$ cat src/hw/rtl/sfr_pkg.sv
// ============================================================================
// sfr_pkg - shared types and codes of the checked frame receiver
// Result status codes, register indexes and the replay request bundle.
// ============================================================================
`default_nettype none

package sfr_pkg;

    // Result status codes
    localparam logic [1:0] ST_PAYLOAD  = 2'd0;
    localparam logic [1:0] ST_EMPTY    = 2'd1;
    localparam logic [1:0] ST_MISMATCH = 2'd2;
    localparam logic [1:0] ST_TOO_LONG = 2'd3;

    // Configuration register indexes
    localparam logic REG_HEAD_BYTE = 1'b0;
    localparam logic REG_ID_LIMIT  = 1'b1;

    // Reset values of the configuration registers
    localparam logic [7:0] HEAD_BYTE_RESET = 8'd90;
    localparam logic [7:0] ID_LIMIT_RESET  = 8'd8;

    // Request from the parser to the replay unit: one run of results
    typedef struct packed {
        logic       valid;
        logic [1:0] status;
        logic [7:0] msg_id;
        logic [7:0] length;
    } sfr_req_t;

endpackage

`default_nettype wire

$ cat src/hw/rtl/sum_checked_frame_receiver.sv
// ============================================================================
// sum_checked_frame_receiver - additive-checksum serial frame receiver
// Parses head/id/length/payload/check frames from a byte stream and replays
// good payloads as a run of results.
// ============================================================================
// Header and payload bytes are taken one per cycle. A byte that ends a frame
// with a result (check byte, or a length above MAX_PAYLOAD) pauses the input
// while its results are produced: a single status result, or, for a good
// frame, the payload bytes read back through the payload store's registered
// read port, one entry per cycle while the sink does not stall.
// The last result may still wait on m_tready while new bytes are accepted.
// Payload store entries need no clearing after reset.
`default_nettype none

module sum_checked_frame_receiver #(
    parameter int MAX_PAYLOAD = 64
) (
    input  wire logic        aclk,
    input  wire logic        aresetn,
    // configuration write port
    input  wire logic        cfg_wr_en,
    input  wire logic        cfg_addr,
    input  wire logic [7:0]  cfg_wr_data,
    // received bytes
    input  wire logic        s_tvalid,
    output logic             s_tready,
    input  wire logic [7:0]  s_tdata,   // [7:0] rx_byte
    // results
    output logic             m_tvalid,
    input  wire logic        m_tready,
    output logic      [31:0] m_tdata,   // [7:0] msg_id, [15:8] frame_length,
                                        // [21:16] byte_index, [29:22] payload_byte
    output logic      [1:0]  m_tuser,   // [1:0] status
    output logic             m_tlast
);
    import sfr_pkg::*;

    localparam int AW = (MAX_PAYLOAD > 1) ? $clog2(MAX_PAYLOAD) : 1;

    sfr_req_t      req;
    logic          s_accept;
    logic          wr_en, rd_en;
    logic [AW-1:0] wr_addr, rd_addr;
    logic [7:0]    wr_data, rd_data;

    assign s_accept = s_tvalid && s_tready;

    sfr_parser #(
        .MAX_PAYLOAD (MAX_PAYLOAD)
    ) u_parser (
        .aclk        (aclk),
        .aresetn     (aresetn),
        .cfg_wr_en   (cfg_wr_en),
        .cfg_addr    (cfg_addr),
        .cfg_wr_data (cfg_wr_data),
        .byte_valid  (s_accept),
        .rx_byte     (s_tdata),
        .req_o       (req),
        .wr_en       (wr_en),
        .wr_addr     (wr_addr),
        .wr_data     (wr_data)
    );

    sfr_ram #(
        .WIDTH (8),
        .DEPTH (MAX_PAYLOAD)
    ) u_store (
        .aclk    (aclk),
        .wr_en   (wr_en),
        .wr_addr (wr_addr),
        .wr_data (wr_data),
        .rd_en   (rd_en),
        .rd_addr (rd_addr),
        .rd_data (rd_data)
    );

    sfr_replay #(
        .MAX_PAYLOAD (MAX_PAYLOAD)
    ) u_replay (
        .aclk     (aclk),
        .aresetn  (aresetn),
        .req_i    (req),
        .ready_o  (s_tready),
        .rd_en    (rd_en),
        .rd_addr  (rd_addr),
        .rd_data  (rd_data),
        .m_tvalid (m_tvalid),
        .m_tready (m_tready),
        .m_tdata  (m_tdata),
        .m_tuser  (m_tuser),
        .m_tlast  (m_tlast)
    );

endmodule

`default_nettype wire

$ cat src/hw/rtl/sfr_ram.sv
// ============================================================================
// sfr_ram - generic single-port-write, single-port-read RAM
// One write and one registered read per cycle.
// ============================================================================
`default_nettype none

module sfr_ram #(
    parameter int WIDTH = 8,
    parameter int DEPTH = 64,
    localparam int AW = (DEPTH > 1) ? $clog2(DEPTH) : 1
) (
    input  wire logic             aclk,
    input  wire logic             wr_en,
    input  wire logic [AW-1:0]    wr_addr,
    input  wire logic [WIDTH-1:0] wr_data,
    input  wire logic             rd_en,
    input  wire logic [AW-1:0]    rd_addr,
    output logic      [WIDTH-1:0] rd_data
);

    logic [WIDTH-1:0] mem_reg [DEPTH];
    logic [WIDTH-1:0] rd_data_reg;

    always_ff @(posedge aclk) begin
        if (wr_en) begin
            mem_reg[wr_addr] <= wr_data;
        end
        if (rd_en) begin
            rd_data_reg <= mem_reg[rd_addr];
        end
    end

    assign rd_data = rd_data_reg;

endmodule

`default_nettype wire

$ cat src/hw/rtl/sfr_parser.sv
// ============================================================================
// sfr_parser - frame header parser and payload writer
// Hunts for the head byte, checks id and length, keeps the running sum,
// writes payload bytes into the store and raises a replay request.
// ============================================================================
`default_nettype none

module sfr_parser #(
    parameter int MAX_PAYLOAD = 64,
    localparam int AW = (MAX_PAYLOAD > 1) ? $clog2(MAX_PAYLOAD) : 1
) (
    input  wire logic              aclk,
    input  wire logic              aresetn,
    input  wire logic              cfg_wr_en,
    input  wire logic              cfg_addr,
    input  wire logic [7:0]        cfg_wr_data,
    input  wire logic              byte_valid,
    input  wire logic [7:0]        rx_byte,
    output sfr_pkg::sfr_req_t      req_o,
    output logic                   wr_en,
    output logic      [AW-1:0]     wr_addr,
    output logic      [7:0]        wr_data
);
    import sfr_pkg::*;

    typedef enum logic [2:0] {
        PH_HUNT,
        PH_ID,
        PH_LEN,
        PH_DATA,
        PH_CHECK
    } phase_t;

    localparam logic [7:0] MAX_LEN = 8'(MAX_PAYLOAD);

    phase_t     phase_reg, phase_next;
    logic [7:0] head_byte_reg, id_limit_reg;
    logic [7:0] cur_id_reg, cur_id_next;
    logic [7:0] cur_length_reg, cur_length_next;
    logic [6:0] count_reg, count_next;
    logic [7:0] sum_reg, sum_next;
    sfr_req_t   req;

    always_comb begin
        phase_next      = phase_reg;
        cur_id_next     = cur_id_reg;
        cur_length_next = cur_length_reg;
        count_next      = count_reg;
        sum_next        = sum_reg;
        req             = '0;
        wr_en           = 1'b0;
        if (byte_valid) begin
            case (phase_reg)
                PH_ID: begin
                    if (rx_byte < id_limit_reg) begin
                        cur_id_next = rx_byte;
                        sum_next    = sum_reg + rx_byte;
                        phase_next  = PH_LEN;
                    end else begin
                        phase_next = PH_HUNT;
                    end
                end
                PH_LEN: begin
                    cur_length_next = rx_byte;
                    sum_next        = sum_reg + rx_byte;
                    if (rx_byte > MAX_LEN) begin
                        req.valid  = 1'b1;
                        req.status = ST_TOO_LONG;
                        req.msg_id = cur_id_reg;
                        req.length = rx_byte;
                        phase_next = PH_HUNT;
                    end else if (rx_byte == 8'd0) begin
                        phase_next = PH_CHECK;
                    end else begin
                        phase_next = PH_DATA;
                    end
                end
                PH_DATA: begin
                    wr_en      = 1'b1;
                    count_next = count_reg + 7'd1;
                    sum_next   = sum_reg + rx_byte;
                    if ({1'b0, count_next} >= cur_length_reg) begin
                        phase_next = PH_CHECK;
                    end
                end
                PH_CHECK: begin
                    phase_next = PH_HUNT;
                    req.valid  = 1'b1;
                    req.msg_id = cur_id_reg;
                    req.length = cur_length_reg;
                    if (sum_reg != rx_byte) begin
                        req.status = ST_MISMATCH;
                    end else if (cur_length_reg == 8'd0) begin
                        req.status = ST_EMPTY;
                    end else begin
                        req.status = ST_PAYLOAD;
                    end
                end
                default: begin
                    phase_next = PH_HUNT;
                    if (rx_byte == head_byte_reg) begin
                        cur_id_next     = 8'd0;
                        cur_length_next = 8'd0;
                        count_next      = 7'd0;
                        sum_next        = rx_byte;
                        phase_next      = PH_ID;
                    end
                end
            endcase
        end
    end

    always_ff @(posedge aclk) begin
        if (!aresetn) begin
            phase_reg      <= PH_HUNT;
            head_byte_reg  <= HEAD_BYTE_RESET;
            id_limit_reg   <= ID_LIMIT_RESET;
            cur_id_reg     <= 8'd0;
            cur_length_reg <= 8'd0;
            count_reg      <= 7'd0;
            sum_reg        <= 8'd0;
        end else begin
            phase_reg      <= phase_next;
            cur_id_reg     <= cur_id_next;
            cur_length_reg <= cur_length_next;
            count_reg      <= count_next;
            sum_reg        <= sum_next;
            if (cfg_wr_en) begin
                case (cfg_addr)
                    REG_HEAD_BYTE: head_byte_reg <= cfg_wr_data;
                    REG_ID_LIMIT:  id_limit_reg  <= cfg_wr_data;
                    default: ;
                endcase
            end
        end
    end

    assign req_o   = req;
    assign wr_addr = count_reg[AW-1:0];
    assign wr_data = rx_byte;

`ifndef SYNTHESIS
    // payload phase only runs for a length that fits the store
    assert property (@(posedge aclk) disable iff (!aresetn)
        phase_reg == PH_DATA |-> (cur_length_reg != 8'd0 && cur_length_reg <= MAX_LEN))
        else $error("payload phase with illegal length");

    // every store write lands inside the declared length
    assert property (@(posedge aclk) disable iff (!aresetn)
        wr_en |-> {1'b0, count_reg} < cur_length_reg)
        else $error("payload write beyond frame length");

    // a replay request ends the frame
    assert property (@(posedge aclk) disable iff (!aresetn)
        req.valid |=> phase_reg == PH_HUNT)
        else $error("request without return to hunting");
`endif

endmodule

`default_nettype wire

$ cat src/hw/rtl/sfr_replay.sv
// ============================================================================
// sfr_replay - result sequencer and output register
// Reads the payload store back one entry per cycle on a good frame while the
// output is not stalled, or emits one status result; drives the master stream.
// ============================================================================
`default_nettype none

module sfr_replay #(
    parameter int MAX_PAYLOAD = 64,
    localparam int AW = (MAX_PAYLOAD > 1) ? $clog2(MAX_PAYLOAD) : 1
) (
    input  wire logic              aclk,
    input  wire logic              aresetn,
    input  wire sfr_pkg::sfr_req_t req_i,
    output logic                   ready_o,
    output logic                   rd_en,
    output logic      [AW-1:0]     rd_addr,
    input  wire logic [7:0]        rd_data,
    output logic                   m_tvalid,
    input  wire logic              m_tready,
    output logic      [31:0]       m_tdata,
    output logic      [1:0]        m_tuser,
    output logic                   m_tlast
);
    import sfr_pkg::*;

    typedef enum logic [1:0] {
        RP_IDLE,
        RP_ONE,
        RP_READ,
        RP_EMIT
    } rp_state_t;

    rp_state_t  state_reg;
    logic [1:0] status_reg;
    logic [7:0] msg_id_reg, length_reg;
    logic [5:0] idx_reg;
    logic [5:0] idx_inc;
    logic       out_free, run_last, out_load;
    logic       m_tvalid_reg, m_tlast_reg;
    logic [31:0] m_tdata_reg;
    logic [1:0] m_tuser_reg;

    assign out_free = !m_tvalid_reg || m_tready;
    assign out_load = out_free && (state_reg inside {RP_ONE, RP_EMIT});
    assign idx_inc  = idx_reg + 6'd1;
    assign run_last = ({2'b00, idx_reg} + 8'd1) == length_reg;

    always_comb begin
        rd_en   = 1'b0;
        rd_addr = idx_reg[AW-1:0];
        case (state_reg)
            RP_READ: rd_en = 1'b1;
            RP_EMIT: begin
                // prefetch the next entry while the current one is taken
                rd_en   = out_free && !run_last;
                rd_addr = idx_inc[AW-1:0];
            end
            default: ;
        endcase
    end

    always_ff @(posedge aclk) begin
        if (!aresetn) begin
            state_reg    <= RP_IDLE;
            m_tvalid_reg <= 1'b0;
        end else begin
            if (out_load) begin
                m_tvalid_reg <= 1'b1;
            end else if (m_tready) begin
                m_tvalid_reg <= 1'b0;
            end
            case (state_reg)
                RP_IDLE: begin
                    if (req_i.valid) begin
                        status_reg <= req_i.status;
                        msg_id_reg <= req_i.msg_id;
                        length_reg <= req_i.length;
                        idx_reg    <= 6'd0;
                        state_reg  <= (req_i.status == ST_PAYLOAD) ? RP_READ : RP_ONE;
                    end
                end
                RP_ONE: begin
                    if (out_free) begin
                        m_tdata_reg  <= {2'b00, 8'd0, 6'd0, length_reg, msg_id_reg};
                        m_tuser_reg  <= status_reg;
                        m_tlast_reg  <= 1'b1;
                        state_reg    <= RP_IDLE;
                    end
                end
                RP_READ: state_reg <= RP_EMIT;
                RP_EMIT: begin
                    if (out_free) begin
                        m_tdata_reg  <= {2'b00, rd_data, idx_reg, length_reg, msg_id_reg};
                        m_tuser_reg  <= ST_PAYLOAD;
                        m_tlast_reg  <= run_last;
                        if (run_last) begin
                            state_reg <= RP_IDLE;
                        end else begin
                            idx_reg <= idx_inc;
                        end
                    end
                end
                default: state_reg <= RP_IDLE;
            endcase
        end
    end

    assign ready_o  = (state_reg == RP_IDLE);
    assign m_tvalid = m_tvalid_reg;
    assign m_tdata  = m_tdata_reg;
    assign m_tuser  = m_tuser_reg;
    assign m_tlast  = m_tlast_reg;

`ifndef SYNTHESIS
    // a request never arrives while a run is in progress
    assert property (@(posedge aclk) disable iff (!aresetn)
        req_i.valid |-> state_reg == RP_IDLE)
        else $error("request while replay busy");

    // the replay index stays below the frame length
    assert property (@(posedge aclk) disable iff (!aresetn)
        (state_reg == RP_READ || state_reg == RP_EMIT) |->
            ({2'b00, idx_reg} < length_reg && length_reg <= 8'(MAX_PAYLOAD)))
        else $error("replay index out of range");

    // a non-final payload result keeps the run going
    assert property (@(posedge aclk) disable iff (!aresetn)
        (state_reg == RP_EMIT && out_free && !run_last) |=> state_reg == RP_EMIT)
        else $error("payload run cut short");
`endif

endmodule

`default_nettype wire

$ cat config.mk
export PLATFORM = sky130hd
export DESIGN_NAME = sum_checked_frame_receiver
export DESIGN_NICKNAME = d
export VERILOG_FILES = /design/src/hw/rtl/sfr_pkg.sv /design/src/hw/rtl/sum_checked_frame_receiver.sv /design/src/hw/rtl/sfr_ram.sv /design/src/hw/rtl/sfr_parser.sv /design/src/hw/rtl/sfr_replay.sv
export SDC_FILE = /design/constraint.sdc
export NUM_CORES = 1
export LEC_CHECK = 0
export ABC_CLOCK_PERIOD_IN_PS = 3400
export BUFFER_PORTS_ARGS = -buffer_cell sky130_fd_sc_hd__buf_2
export CORE_UTILIZATION = 35
export CTS_CLUSTER_DIAMETER = 200
export DETAILED_ROUTE_END_ITERATION = 12
export PLACE_DENSITY_LB_ADDON = 0.25
export SLEW_MARGIN = 20
export SYNTH_ARGS = -nofsm -noshare
export SYNTH_HDL_FRONTEND = slang
export SYNTH_SLANG_ARGS = --single-unit
$ cat constraint.sdc
create_clock -name aclk -period 3.4 [get_ports aclk]
set_input_delay 0.17 -clock aclk [delete_from_list [all_inputs] [get_ports aclk]]
set_output_delay 0.17 -clock aclk [all_outputs]
set_load 0.02 [all_outputs]
==> impl_metrics.xml <==
<?xml version="1.0" encoding="UTF-8"?>
<metrics>
  <group name="status">
    <metric name="status" unit="">finished, final reports clean</metric>
  </group>
  <group name="pwr">
    <metric name="power_per_unit_of_standard_cell_area" unit="mW/mm^2">519.9</metric>
    <metric name="leakagePower" unit="nW">10.89</metric>
    <metric name="p_seq_share" unit="%">51.8</metric>
    <metric name="switchingPower" unit="mW">3.622</metric>
    <metric name="internal" unit="mW">12.84</metric>
    <metric name="worst_ir_drop_vdd" unit="mV">0.3083</metric>
    <metric name="pwr-share-comb" unit="%">4.9</metric>
    <metric name="power.share.switching" unit="%">22.00</metric>
    <metric name="clkPwrFrac" unit="%">43.2</metric>
  </group>
  <group name="place">
    <metric name="gp_congestion" unit="">0.8953</metric>
    <metric name="hpwl" unit="microns">50630</metric>
    <metric name="place.port_buffers" unit="">56</metric>
    <metric name="dp_worst_setup_slack" unit="ns">0.08600</metric>
  </group>
  <group name="synthesis">
    <metric name="synth_top_flop_cell" unit="">edfxtp_1</metric>
    <metric name="ys.warnings.count" unit="">0</metric>
    <metric name="synth_cell_type_count" unit="">76</metric>
    <metric name="async_flop_share" unit="%">0</metric>
    <metric name="yosys_register_bits" unit="">630</metric>
    <metric name="syn_area_per_cell" unit="sq um">13.56</metric>
    <metric name="synth_sequential_area_ratio" unit="%">67.77</metric>
    <metric name="syn-instance-count" unit="">2001</metric>
    <metric name="syn-cell-area" unit="sq mm">0.02713</metric>
    <metric name="synth-edff-count" unit="">577</metric>
  </group>
  <group name="clocking">
    <metric name="root_buffer" unit="">clkbuf_16</metric>
    <metric name="worstSkewPairLatency" unit="ns">0.62</metric>
    <metric name="cts.sink_count" unit="">630</metric>
    <metric name="cts_htree_levels" unit="">3</metric>
    <metric name="clk_path_buf_depth" unit="">3</metric>
    <metric name="cts_inserted_buffers" unit="">68</metric>
    <metric name="tritoncts_clock_tree" unit="">built</metric>
    <metric name="cts.clk_slew.worst_paths" unit="ns">0.06</metric>
  </group>
  <group name="setup_path">
    <metric name="worst_ep_required_time" unit="ns">3.78</metric>
    <metric name="timing.critical_path.arrival" unit="ns">3.60</metric>
    <metric name="critical_path_peak_fanout" unit="">28</metric>
    <metric name="timing.critical_path.cells" unit="">ha_2 -&gt; buf_4 -&gt; buf_6 -&gt; mux2_2 -&gt; o22ai_1 -&gt; a21oi_1 -&gt; a32oi_1 -&gt; a22o_1 -&gt; a31oi_1 -&gt; and3_1</metric>
    <metric name="worst_setup_start_kind" unit="">flop</metric>
    <metric name="slowest_delay" unit="ns">0.54</metric>
    <metric name="cp_slowest_cell" unit="">edfxtp_1</metric>
    <metric name="setup.worst_path.class" unit="">reg -&gt; reg</metric>
    <metric name="worst_setup_path_end_kind" unit="">flop</metric>
  </group>
  <group name="finish">
    <metric name="layout-area-overhead-vs-synth" unit="%">16.73</metric>
    <metric name="largest_register_ffs" unit="">512</metric>
    <metric name="post_route_cells_drive_above_1_share" unit="%">17.94</metric>
    <metric name="fin_nets" unit="">2204</metric>
    <metric name="antennaDiodeCount" unit="">0</metric>
  </group>
  <group name="routing">
    <metric name="route.detailed.drc" unit="">0</metric>
    <metric name="antenna_left" unit="">0</metric>
    <metric name="drt_iter0_drc" unit="">1675</metric>
    <metric name="post_drt_via_cell_ratio" unit="">5.447</metric>
    <metric name="vias" unit="">17633</metric>
    <metric name="wl" unit="microns">76700</metric>
    <metric name="wire_length_per_cell_after_detailed_routing" unit="microns">23.69</metric>
    <metric name="1st_pass_router_iterations" unit="">5</metric>
  </group>
  <group name="sta">
    <metric name="timing.final.max_slew_violations" unit="">0</metric>
    <metric name="clock.fmax" unit="MHz">310.1</metric>
    <metric name="clock_skew" unit="ns">0.04400</metric>
    <metric name="min_period" unit="ns">3.224</metric>
    <metric name="finalHoldViolCount" unit="">0</metric>
    <metric name="setup_viol_count_final" unit="">0</metric>
    <metric name="max_slew.worst_pin.slew" unit="ns">0.8224</metric>
    <metric name="slew_headroom" unit="%">45.17</metric>
    <metric name="final.period_utilization" unit="%">94.83</metric>
    <metric name="tns" unit="ns">0</metric>
    <metric name="final.setup.worst_slack" unit="ns">0.1757</metric>
    <metric name="rsz0062_at_grt" unit="">false</metric>
  </group>
  <group name="global_routing">
    <metric name="grt_pass1_wl" unit="microns">113900</metric>
    <metric name="grt_pass1_vias" unit="">17569</metric>
    <metric name="maximum_number_of_pins_on_one_net_before_global_route_repair" unit="">66</metric>
    <metric name="grt_antenna_before_repair" unit="">2</metric>
    <metric name="grt_overflow" unit="">0</metric>
    <metric name="groute.usage.overall" unit="%">19.52</metric>
  </group>
  <group name="hold_path">
    <metric name="min-delay-path-class" unit="">in -&gt; reg</metric>
  </group>
  <group name="floorplanning">
    <metric name="coreArea" unit="sq mm">0.07633</metric>
    <metric name="row_count" unit="">101</metric>
    <metric name="floorplan.initialDensity" unit="%">35.55</metric>
    <metric name="chipWidth" unit="microns">280.4</metric>
    <metric name="design.portCount" unit="">59</metric>
    <metric name="die_h" unit="microns">280.4</metric>
    <metric name="dieArea" unit="sq mm">0.07864</metric>
  </group>
  <group name="run">
    <metric name="max_cap_violations" unit="">0</metric>
  </group>
</metrics>
worst max-delay path, delay by kind of cell, from the launching register on:
| family | cells | cell delay (ns) |
|---|---|---|
| compound gates | 5 | 0.82 |
| fa+ha+maj | 1 | 0.41 |
| buf+inv | 2 | 0.66 |
| flops | 1 | 0.54 |
| mux | 1 | 0.37 |
| simple gates | 1 | 0.17 |
worst paths after layout:
| check | endpoint | cells past startpoint | slack [ns] | from |
|---|---|---|---|---|
| worst max-delay path | u_store.rd_data[0]$_DFFE_PP_ | 10 | 0.18 | u_replay.idx_reg[0]$_SDFFCE_PN0P_ |
| worst min-delay path | u_parser.cur_id_reg[4]$_SDFFE_PN0P_ | 3 | 0.002 | s_tdata[4] |
| worst max register to register | u_store.rd_data[0]$_DFFE_PP_ | 10 | 0.18 | u_replay.idx_reg[0]$_SDFFCE_PN0P_ |
| worst min register to register | u_replay.m_tdata[7]$_DFFE_PP_ | 0 | 0.43 | u_replay.msg_id_reg[7]$_SDFFCE_PN0P_ |
repair_timing:
item | in CTS | in global routing
buffers inserted | 0 | 0
endpoints found under the setup margin | 0 | 2
hold buffers | 16 | 0
gates resized for setup | 0 | 2
endpoints found under the hold margin | 31 | 0
cell usage in the layout, fill, tap and decap left out, types with 61 or more instances in the layout:
cell type,Yosys,layout
nand2_1,235,234
o21ai_0,67,67
nor2_1,109,108
buf_4,17,146
clkbuf_16,0,69
edfxtp_1,577,577
nand3_1,119,119
mux2i_1,61,61
and3_1,61,61
cell families (layout without fill, tap and decap cells):
family | after synthesis | in the layout | synth area share (%)
and+or+nand+nor | 651 | 651 | 11.37
DFF | 630 | 630 | 67.77
AOI/OAI and AO/OA | 378 | 378 | 9.643
buffers and inverters | 167 | 372 | 2.928
muxes | 116 | 116 | 5.986
xor gates and xnor gates | 34 | 34 | 1.153
adders and majority gates | 24 | 24 | 1.134
other | 1 | 2 | 0.01382
stage by stage:
stage               hold slack, ns  area, sq um  std cells  util, %  total power, mW
finish                    0.002224        31670       3237    41.49            16.46
floorplan                   0.2689        27140       2002        -            9.141
CTS                       0.001230        31660       3237    41.48            16.61
detailed placement          0.4089        29370       3102    38.48            9.501
global route               0.01618        31670       3237    41.49            16.96
global placement            0.4097        29370       3102    38.48            9.484
layer usage:
layer	global-route usage (%)	up-vias	part of all wire, %
li1	-	8009	-
met1	26.25	8936	43
met2	31.93	564	48
met3	3.214	122	5.6
met4	6.641	2	3.0
met5	0	-	0.016
final cells by class:
type                            instances  area [sq um]
Multi-Input combinational cell       1205          8009
Clock buffer                           81          1792
Tap cell                             1030          1289
Sequential cell                       630         18390
Clock inverter                         38         334.1
Inverter                               23         88.84
Timing Repair Buffer                  230          1768
Fill cell                            7076         44660
power by group through the flow:
| stage | Clock [mW] | Combinational [mW] | Sequential, mW |
|---|---|---|---|
| 2_1_floorplan | 0 | 0.440 | 8.70 |
| 3_3_place_gp | 0 | 0.787 | 8.70 |
| 3_5_place_dp | 0 | 0.802 | 8.70 |
| 4_1_cts | 7.26 | 0.818 | 8.53 |
| 5_1_grt | 7.54 | 0.883 | 8.54 |
| 6_report | 7.12 | 0.814 | 8.53 |
synthesized netlist by cell type (26+ instances only):
master | number | area (sq um)
clkbuf_1 | 65 | 244.0
dfxtp_1 | 53 | 1061
edfxtp_1 | 577 | 17330
nand4_1 | 35 | 219.0
mux2i_1 | 61 | 610.6
a211oi_1 | 56 | 420.4
o21ai_0 | 67 | 335.3
mux4_2 | 35 | 788.3
nor3_1 | 26 | 130.1
buf_2 | 45 | 225.2
nand2_1 | 235 | 882.1
nor2_1 | 109 | 409.1
a31oi_1 | 55 | 344.1
a21oi_1 | 43 | 215.2
and3_1 | 61 | 381.6
nand3_1 | 119 | 595.6
a21boi_0 | 32 | 240.2
Power figures use the tool's default switching activity.
